[config.mk]
export PLATFORM = sky130hd
export DESIGN_NAME = tls_client_hello_sni_parser
export DESIGN_NICKNAME = d
export VERILOG_FILES = /design/src/rtl/core/tlssni_pkg.sv /design/src/rtl/core/tlssni_parse.sv /design/src/rtl/core/tls_client_hello_sni_parser.sv
export SDC_FILE = /design/constraint.sdc
export NUM_CORES = 1
export LEC_CHECK = 0
export ABC_AREA = 1
export CAP_MARGIN = 20
export CORE_MARGIN = 4
export CORE_UTILIZATION = 40
export CTS_CLUSTER_DIAMETER = 100
export DETAILED_ROUTE_END_ITERATION = 6
export DONT_BUFFER_PORTS = 1
export GPL_TIMING_DRIVEN = 0
export MAX_ROUTING_LAYER = met4
export PLACE_DENSITY = 0.61
export SLEW_MARGIN = 20
export SYNTH_ARGS = -nofsm -noshare
export SYNTH_HDL_FRONTEND = slang
export SYNTH_SLANG_ARGS = --single-unit
[constraint.sdc]
create_clock -name clk -period 15.75 [get_ports clk]
set_input_delay 0.7875 -clock clk [delete_from_list [all_inputs] [get_ports clk]]
set_output_delay 0.7875 -clock clk [all_outputs]
set_load 0.01 [all_outputs]
[src/rtl/core/tlssni_pkg.sv]
// Shared types and constants for the TLS ClientHello server-name parser.
// Used by tlssni_parse and tls_client_hello_sni_parser; depends on nothing.

package tlssni_pkg;

  typedef enum logic [3:0] {
    PH_RECORD   = 4'd0,
    PH_SID_SKIP = 4'd1,
    PH_CS_LEN   = 4'd2,
    PH_CS_SKIP  = 4'd3,
    PH_CM_LEN   = 4'd4,
    PH_CM_SKIP  = 4'd5,
    PH_EXT_LEN  = 4'd6,
    PH_EXT_HDR  = 4'd7,
    PH_EXT_SKIP = 4'd8,
    PH_SNI_HDR  = 4'd9,
    PH_NAME     = 4'd10
  } phase_t;

  typedef enum logic [2:0] {
    REASON_FOUND            = 3'd0,
    REASON_NOT_HANDSHAKE    = 3'd1,
    REASON_NOT_CLIENT_HELLO = 3'd2,
    REASON_SHORT_SNI        = 3'd3,
    REASON_NOT_FOUND        = 3'd4
  } reason_t;

  typedef struct packed {
    logic       name_valid;
    logic [7:0] name_byte;
    logic       verdict_valid;
    reason_t    reason;
  } result_t;

  localparam logic [7:0]  RECORD_TYPE_HANDSHAKE = 8'h16;
  localparam logic [7:0]  HANDSHAKE_CLIENT_HELLO = 8'h01;
  localparam logic [15:0] EXT_TYPE_SERVER_NAME = 16'h0000;

  localparam int unsigned POS_RECORD_TYPE = 0;
  localparam int unsigned POS_HANDSHAKE_TYPE = 5;
  localparam int unsigned POS_SESSION_ID_LEN = 43;
  localparam int unsigned LEN_RECORD_HEADER = 4;
  localparam int unsigned LEN_HELLO_HEADER = 8;

  localparam logic [2:0] HDR_IDX_TYPE_DONE = 3'd2;
  localparam logic [2:0] HDR_IDX_EXT_DONE = 3'd4;
  localparam logic [2:0] HDR_IDX_SNI_DONE = 3'd5;
  localparam int unsigned EXT_HDR_TAIL = 4;
  localparam int unsigned SNI_HDR_LEN = 5;

endpackage

[src/rtl/core/tlssni_parse.sv]
// Per-byte parse state and next-state logic for the server-name parser.
// Depends on tlssni_pkg; the state advances on each enabled byte.

module tlssni_parse #(
  parameter int unsigned POSITION_BITS = 20
) (
  input  logic                clk,
  input  logic                rst,
  input  logic                en,
  input  logic [7:0]          data_byte,
  input  logic                packet_last,
  output tlssni_pkg::result_t result,
  output logic                has_result
);

  localparam int unsigned PB = POSITION_BITS;
  localparam int unsigned WB = POSITION_BITS + 1;
  localparam logic [PB-1:0] POS_MAX = {PB{1'b1}};

  tlssni_pkg::phase_t phase, phase_next;
  logic [PB-1:0] position, position_next;
  logic [15:0]   skip_remaining, skip_remaining_next;
  logic [15:0]   field_accumulator, field_accumulator_next;
  logic [PB-1:0] extensions_end, extensions_end_next;
  logic [PB-1:0] current_extension_end, current_extension_end_next;
  logic [15:0]   name_remaining, name_remaining_next;
  logic          verdict_given, verdict_given_next;
  logic [2:0]    header_index, header_index_next;
  logic          ext_is_name, ext_is_name_next;

  logic [WB-1:0] p_ext;
  logic [WB-1:0] p_plus1;
  logic [15:0]   acc_new;
  logic [2:0]    hidx_inc;
  logic [WB-1:0] sum_acc;
  logic [PB-1:0] sat_acc;
  logic [WB-1:0] ext_end_ext;
  logic [WB-1:0] cur_end_ext;
  logic [15:0]   skip_dec;
  logic [15:0]   name_dec;
  logic          nv, vv;
  tlssni_pkg::reason_t rs;

  always_comb begin
    p_ext       = {1'b0, position};
    p_plus1     = p_ext + WB'(1);
    acc_new     = {field_accumulator[7:0], data_byte};
    hidx_inc    = header_index + 3'd1;
    sum_acc     = p_plus1 + WB'(acc_new);
    sat_acc     = sum_acc[PB] ? POS_MAX : sum_acc[PB-1:0];
    ext_end_ext = {1'b0, extensions_end};
    skip_dec    = skip_remaining - 16'((skip_remaining != 16'd0) ? 1 : 0);
    name_dec    = name_remaining - 16'((name_remaining != 16'd0) ? 1 : 0);
  end

  always_comb begin
    phase_next                 = phase;
    position_next              = position;
    skip_remaining_next        = skip_remaining;
    field_accumulator_next     = field_accumulator;
    extensions_end_next        = extensions_end;
    current_extension_end_next = current_extension_end;
    name_remaining_next        = name_remaining;
    verdict_given_next         = verdict_given;
    header_index_next          = header_index;
    ext_is_name_next           = ext_is_name;
    cur_end_ext                = {1'b0, current_extension_end};
    nv = 1'b0;
    vv = 1'b0;
    rs = tlssni_pkg::REASON_FOUND;

    if (!verdict_given) begin
      case (phase)
        tlssni_pkg::PH_RECORD: begin
          if (position == PB'(tlssni_pkg::POS_RECORD_TYPE) &&
              data_byte != tlssni_pkg::RECORD_TYPE_HANDSHAKE) begin
            vv = 1'b1;
            rs = tlssni_pkg::REASON_NOT_HANDSHAKE;
          end else if (position == PB'(tlssni_pkg::POS_HANDSHAKE_TYPE) &&
                       data_byte != tlssni_pkg::HANDSHAKE_CLIENT_HELLO) begin
            vv = 1'b1;
            rs = tlssni_pkg::REASON_NOT_CLIENT_HELLO;
          end else if (position == PB'(tlssni_pkg::POS_SESSION_ID_LEN)) begin
            skip_remaining_next = {8'd0, data_byte};
            phase_next = (data_byte != 8'd0) ? tlssni_pkg::PH_SID_SKIP
                                             : tlssni_pkg::PH_CS_LEN;
            header_index_next = 3'd0;
          end
        end
        tlssni_pkg::PH_SID_SKIP, tlssni_pkg::PH_CS_SKIP, tlssni_pkg::PH_CM_SKIP: begin
          skip_remaining_next = skip_dec;
          if (skip_dec == 16'd0) begin
            if (phase == tlssni_pkg::PH_SID_SKIP) begin
              phase_next = tlssni_pkg::PH_CS_LEN;
            end else if (phase == tlssni_pkg::PH_CS_SKIP) begin
              phase_next = tlssni_pkg::PH_CM_LEN;
            end else begin
              phase_next = tlssni_pkg::PH_EXT_LEN;
            end
            header_index_next = 3'd0;
          end
        end
        tlssni_pkg::PH_CS_LEN: begin
          field_accumulator_next = acc_new;
          header_index_next = hidx_inc;
          if (hidx_inc == tlssni_pkg::HDR_IDX_TYPE_DONE) begin
            skip_remaining_next = acc_new;
            phase_next = (acc_new != 16'd0) ? tlssni_pkg::PH_CS_SKIP
                                            : tlssni_pkg::PH_CM_LEN;
            header_index_next = 3'd0;
          end
        end
        tlssni_pkg::PH_CM_LEN: begin
          skip_remaining_next = {8'd0, data_byte};
          phase_next = (data_byte != 8'd0) ? tlssni_pkg::PH_CM_SKIP
                                           : tlssni_pkg::PH_EXT_LEN;
          header_index_next = 3'd0;
        end
        tlssni_pkg::PH_EXT_LEN: begin
          field_accumulator_next = acc_new;
          header_index_next = hidx_inc;
          if (hidx_inc == tlssni_pkg::HDR_IDX_TYPE_DONE) begin
            extensions_end_next = sat_acc;
            phase_next = tlssni_pkg::PH_EXT_HDR;
            header_index_next = 3'd0;
          end
        end
        tlssni_pkg::PH_EXT_HDR: begin
          if (header_index == 3'd0 &&
              (p_ext + WB'(tlssni_pkg::EXT_HDR_TAIL)) > ext_end_ext) begin
            vv = 1'b1;
            rs = tlssni_pkg::REASON_NOT_FOUND;
          end else begin
            field_accumulator_next = acc_new;
            header_index_next = hidx_inc;
            if (hidx_inc == tlssni_pkg::HDR_IDX_TYPE_DONE) begin
              ext_is_name_next = (acc_new == tlssni_pkg::EXT_TYPE_SERVER_NAME);
            end
            if (hidx_inc == tlssni_pkg::HDR_IDX_EXT_DONE) begin
              current_extension_end_next = sat_acc;
              if (ext_is_name) begin
                if ((p_plus1 + WB'(tlssni_pkg::SNI_HDR_LEN)) > ext_end_ext) begin
                  vv = 1'b1;
                  rs = tlssni_pkg::REASON_SHORT_SNI;
                end else begin
                  phase_next = tlssni_pkg::PH_SNI_HDR;
                  header_index_next = 3'd0;
                end
              end else begin
                phase_next = ({1'b0, sat_acc} <= p_plus1) ? tlssni_pkg::PH_EXT_HDR
                                                          : tlssni_pkg::PH_EXT_SKIP;
                header_index_next = 3'd0;
              end
            end
          end
        end
        tlssni_pkg::PH_EXT_SKIP: begin
          if (p_plus1 >= cur_end_ext) begin
            phase_next = tlssni_pkg::PH_EXT_HDR;
            header_index_next = 3'd0;
          end
        end
        tlssni_pkg::PH_SNI_HDR: begin
          field_accumulator_next = acc_new;
          header_index_next = hidx_inc;
          if (hidx_inc == tlssni_pkg::HDR_IDX_SNI_DONE) begin
            if (sum_acc <= ext_end_ext) begin
              if (acc_new == 16'd0) begin
                vv = 1'b1;
                rs = tlssni_pkg::REASON_FOUND;
              end else begin
                name_remaining_next = acc_new;
                phase_next = tlssni_pkg::PH_NAME;
              end
            end else begin
              phase_next = (cur_end_ext <= p_plus1) ? tlssni_pkg::PH_EXT_HDR
                                                    : tlssni_pkg::PH_EXT_SKIP;
              header_index_next = 3'd0;
            end
          end
        end
        tlssni_pkg::PH_NAME: begin
          nv = 1'b1;
          name_remaining_next = name_dec;
          if (name_dec == 16'd0) begin
            vv = 1'b1;
            rs = tlssni_pkg::REASON_FOUND;
          end
        end
        default: begin
          vv = 1'b1;
          rs = tlssni_pkg::REASON_NOT_FOUND;
        end
      endcase

      if (!vv && packet_last) begin
        vv = 1'b1;
        if (phase_next == tlssni_pkg::PH_RECORD) begin
          if (position < PB'(tlssni_pkg::LEN_RECORD_HEADER)) begin
            rs = tlssni_pkg::REASON_NOT_HANDSHAKE;
          end else if (position < PB'(tlssni_pkg::LEN_HELLO_HEADER)) begin
            rs = tlssni_pkg::REASON_NOT_CLIENT_HELLO;
          end else begin
            rs = tlssni_pkg::REASON_NOT_FOUND;
          end
        end else if (phase_next == tlssni_pkg::PH_SNI_HDR) begin
          rs = tlssni_pkg::REASON_SHORT_SNI;
        end else begin
          rs = tlssni_pkg::REASON_NOT_FOUND;
        end
      end
      if (vv) begin
        verdict_given_next = 1'b1;
      end
    end

    position_next = (position == POS_MAX) ? position : p_plus1[PB-1:0];

    if (packet_last) begin
      phase_next                 = tlssni_pkg::PH_RECORD;
      position_next              = '0;
      skip_remaining_next        = '0;
      field_accumulator_next     = '0;
      extensions_end_next        = '0;
      current_extension_end_next = '0;
      name_remaining_next        = '0;
      verdict_given_next         = 1'b0;
      header_index_next          = '0;
      ext_is_name_next           = 1'b0;
    end

    result.name_valid    = nv;
    result.name_byte     = nv ? data_byte : 8'd0;
    result.verdict_valid = vv;
    result.reason        = vv ? rs : tlssni_pkg::REASON_FOUND;
    has_result           = nv | vv;
  end

  always_ff @(posedge clk) begin
    if (rst) begin
      phase                 <= tlssni_pkg::PH_RECORD;
      position              <= '0;
      skip_remaining        <= '0;
      field_accumulator     <= '0;
      extensions_end        <= '0;
      current_extension_end <= '0;
      name_remaining        <= '0;
      verdict_given         <= 1'b0;
      header_index          <= '0;
      ext_is_name           <= 1'b0;
    end else if (en) begin
      phase                 <= phase_next;
      position              <= position_next;
      skip_remaining        <= skip_remaining_next;
      field_accumulator     <= field_accumulator_next;
      extensions_end        <= extensions_end_next;
      current_extension_end <= current_extension_end_next;
      name_remaining        <= name_remaining_next;
      verdict_given         <= verdict_given_next;
      header_index          <= header_index_next;
      ext_is_name           <= ext_is_name_next;
    end
  end

endmodule

[src/rtl/core/tls_client_hello_sni_parser.sv]
// TLS ClientHello server-name parser, top level; uses tlssni_pkg and tlssni_parse.
// A byte is held in the input register, then parsed into the result register.
// Throughput: one byte per cycle while result_stall is low, set by the
// combinational parse step between the input register and the result register.
// Reset: synchronous rst clears both stages and returns the parser to the
// start of a packet.

module tls_client_hello_sni_parser #(
  parameter int unsigned POSITION_BITS = 20
) (
  input  logic                clk,
  input  logic                rst,
  input  logic                data_valid,
  output logic                data_stall,
  input  logic [7:0]          data_byte,
  input  logic                packet_last,
  output logic                result_valid,
  input  logic                result_stall,
  output logic                name_valid,
  output logic [7:0]          name_byte,
  output logic                verdict_valid,
  output tlssni_pkg::reason_t reason
);

  logic       in_full;
  logic [7:0] in_byte;
  logic       in_last;
  logic       advance;
  logic       accept;
  logic       step_has_result;
  tlssni_pkg::result_t step_result;

  assign advance    = in_full && (!result_valid || !result_stall);
  assign data_stall = in_full && !advance;
  assign accept     = data_valid && !data_stall;

  tlssni_parse #(
    .POSITION_BITS(POSITION_BITS)
  ) u_parse (
    .clk        (clk),
    .rst        (rst),
    .en         (advance),
    .data_byte  (in_byte),
    .packet_last(in_last),
    .result     (step_result),
    .has_result (step_has_result)
  );

  always_ff @(posedge clk) begin
    if (rst) begin
      in_full <= 1'b0;
    end else begin
      in_full <= accept || (in_full && !advance);
    end
    if (accept) begin
      in_byte <= data_byte;
      in_last <= packet_last;
    end
  end

  always_ff @(posedge clk) begin
    if (rst) begin
      result_valid <= 1'b0;
    end else if (advance) begin
      result_valid <= step_has_result;
    end else if (!result_stall) begin
      result_valid <= 1'b0;
    end
    if (advance && step_has_result) begin
      name_valid    <= step_result.name_valid;
      name_byte     <= step_result.name_byte;
      verdict_valid <= step_result.verdict_valid;
      reason        <= step_result.reason;
    end
  end

  a_result_has_content: assert property (@(posedge clk) disable iff (rst)
    result_valid |-> (name_valid || verdict_valid))
    else $error("result transfer carries neither a name byte nor a verdict");

  a_reason_only_with_verdict: assert property (@(posedge clk) disable iff (rst)
    (result_valid && !verdict_valid) |-> (reason == tlssni_pkg::REASON_FOUND))
    else $error("reason set without a verdict");

  a_stall_only_when_blocked: assert property (@(posedge clk) disable iff (rst)
    data_stall |-> (result_valid && result_stall))
    else $error("input stalled while the result register could take a transfer");

  a_stalled_byte_kept: assert property (@(posedge clk) disable iff (rst)
    data_stall |=> in_full)
    else $error("held input byte lost during a stall");

endmodule
==> results.ini <==
[clocking]
cts_setup_buffers = 0
clock_path_buffers = 2
htree_levels = 4
root_buffer = clkbuf_16
ctsResizeCount = 0
clk_pin_slew_worst_paths_ns = 0.07
numCtsBuffers = 17
cts_hold_buf = 0
numClockSinks = 133
cts_tree = done
insertion_delay_ns = 0.46

[global_routing]
met1_usage_pct = 33.0
grt_pass1_vias = 11000
grt_start_max_net_pins = 17
grt_util_met2_pct = 39.4
overflow = 0
antenna_found_initial = 0
busiest_layer = met2
grt_use_total_pct = 25.4
grt_pass1_wl_mm = 60.7
grtUsageMet3_pct = 4.03

[sta]
slew_viol_final = 0
tightest_slew_ns = 1.06
fin_skew_ns = 0.0122
setup_tns_ns = 0
slew_headroom_pct = 28.8
final_hold_viol_count = 0
final.setup.worst_slack_ns = 8.97
fin_crit_ns = 6.78
rsz0062_at_grt = no
setup_viol = 0
clock.fmax_ghz = 0.147
min_period_over_period_pct = 43.1

[synthesis]
yosys_register_bits = 133
yosys.area.top_type = dfxtp_1
synth_nets = 1850
synth_area_leaders = dfxtp_1, ha_1, nand2_1, inv_1, a21oi_1
yosysUniqueCellTypes = 63
synth_ff_type = dfxtp_1
yosysTopAreaCellShare_pct = 19.0
synth_edf_count = 22
synth_seq_area_share_pct = 24.6
ys_async_sr_fraction_pct = 0
yosysWarnings = 0
avgSynthCellArea_um2 = 6.87
syn_inst = 1706
syn-cell-area_um2 = 11700

[setup_path]
cp_slowest_cell = dfxtp_1
crit_arrival_ns = 7.01
crit_type = reg2reg
path_max_fanout = 10
worst-r2r-cell-count = 40
cp.required_ns = 15.98
crit_path_end_kind = register
cp_common_cell = nand2_1
critPathMaxStageDelay_ns = 0.59
worstSetupStartpointType = register

[cells_and_area]
diodes = 0
area_growth_syn_to_layout_pct = 8.99
fillCellCount = 3037
fin_cells = 2122
layout-drive-gt1-share_pct = 7.36
fin_nets = 1869
final_util_pct = 44.4

[drt]
vias = 11500
drt_iter0_markers = 1005
dr.pass1.iters = 6
wire_per_inst_um = 18.3
ant_nets = 0
viasPerCell = 5.40
wirelength_mm = 38.9
drc = 0

[floorplan]
initial_utilization_pct = 40.7
ios = 28
core.rowCount = 62
die_w_um = 179
die-area_um2 = 32100
coreArea_um2 = 28800
die_y_um = 179

[job]
max_cap_viol_count = 0

[pwr]
p_leak_nw = 5.86
p_per_area_nw_per_um2 = 74.4
power.share.clock_pct = 43.0
totalPowerFinal_mw = 0.950
power_frac_seq_pct = 38.8
combPwrFrac_pct = 18.2
netSwitchingFraction_pct = 34.1
p_sw_mw = 0.324
max-vdd-ir-drop_uv = 80.2
p_int_mw = 0.626

[place]
dp_hpwl_mm = 31.7
dp_slack_ns = 9.06
place_inst = 2090
portBuffers = 0
finalWeightedCongestion = 0.961

[worst_hold_path]
hp-class = in2reg
min_path_cells = 0

[outcome]
status = completed

## registers in the layout, summed over array words and instances, names as in the netlist
name and flops:
name_valid 1, u_parse.extensions_end 20, u_parse.verdict_given 1, in_full 1
result_valid 1, u_parse.field_accumulator 8, u_parse.current_extension_end 20, reason 3
u_parse.position 20, u_parse.name_remaining 16, in_last 1, u_parse.ext_is_name 1
u_parse.header_index 3, verdict_valid 1, name_byte 8, u_parse.skip_remaining 16
u_parse.phase 4, in_byte 8
## worst max-delay path: cells and delay by family, from the launching register on
family                   cells  cell delay (ns)
AND/OR/NAND/NOR             26             2.66
XOR/XNOR                     1             0.45
flip-flops                   1             0.59
buffers and inverters        6             1.14
AO/OA/AOI/OAI                4             0.79
adder cells (fa/ha/maj)      3             0.91
## cells in the final DEF, fill, tap and decap left out, types with 46 or more instances in the layout
cell / n
o21ai_0: 87
nand4_1: 46
a21oi_1: 168
inv_1: 229
dfxtp_1: 111
nand2_1: 349
ha_1: 130
nor2_1: 169
nand3_1: 61
xor2_1: 67
## logic make-up after synthesis
logic type | after synthesis | share of synthesized area (%)
AO/OA/AOI/OAI | 333 | 16.1
XOR/XNOR | 86 | 7.13
adder cells (fa/ha/maj) | 131 | 14.0
buffers and inverters | 289 | 9.67
flip-flops | 133 | 24.6
AND/OR/NAND/NOR | 734 | 28.5
## power by group through the flow
| stage | Combinational (mW) | Clock [mW] | Sequential [mW] |
|---|---|---|---|
| 5_1_grt | 0.195 | 0.423 | 0.370 |
| 3_5_place_dp | 0.169 | 0 | 0.376 |
| 6_report | 0.173 | 0.408 | 0.369 |
| 3_3_place_gp | 0.168 | 0 | 0.376 |
| 4_1_cts | 0.170 | 0.410 | 0.369 |
| 2_1_floorplan | 0.124 | 0 | 0.371 |
## through the flow
stage	instance area, um2	hold slack, ns
finish	12800	0.422
global route	12800	0.410
CTS	12800	0.414
detailed placement	12200	0.455
global placement	12200	0.445
floorplan	11700	0.432
## area by class of cell
class / instances / area, um2 / share of cell area, %
plain buffers: 47 / 223 / 1.74
clock buffers: 18 / 439 / 3.44
clock inverters: 14 / 134 / 1.05
inverters: 242 / 911 / 7.13
multi-input cells: 1284 / 7710 / 60.3
flip-flops and latches: 133 / 2880 / 22.6
well taps: 384 / 480 / 3.76
## layer usage
layer  part of all wire (%)  vias to the layer above
li1                       -                     5708
met1                     46                     5307
met2                     44                      363
met3                    5.4                       79
met4                    4.1                        0
met5                      0                        -
## synth_stat cells, types with 3 or more instances
| cell | count |
|---|---|
| nand4_1 | 46 |
| nor3_1 | 23 |
| nand2_4 | 7 |
| ha_1 | 130 |
| or2_2 | 14 |
| clkbuf_1 | 33 |
| xnor2_1 | 11 |
| inv_2 | 6 |
| a21oi_1 | 168 |
| nand2_1 | 349 |
| o22ai_1 | 6 |
| xor2_1 | 67 |
| nor2_2 | 8 |
| o211ai_1 | 21 |
| nor4_1 | 17 |
| nand3_2 | 11 |
| buf_2 | 7 |
| a211oi_1 | 18 |
| a21o_1 | 4 |
| a31oi_1 | 4 |
| nand2_2 | 11 |
| xor2_2 | 6 |
| o21ai_0 | 87 |
| nor2_1 | 169 |
| dfxtp_1 | 111 |
| edfxtp_1 | 22 |
| nand3_1 | 61 |
| clkinv_1 | 6 |
| inv_1 | 229 |
| buf_6 | 3 |
| nor2_4 | 8 |
## final timing paths
kind | start | to | slack (ns)
setup reg to reg | u_parse.position[0] | reason[2] | 8.97
hold reg to reg | u_parse.current_extension_end[16] | u_parse.current_extension_end[16] | 0.47
setup / recovery | u_parse.position[0] | reason[2] | 8.97
hold / removal | data_byte[4] | in_byte[4] | 0.42
Note: power is estimated with default switching activity, not from simulation.
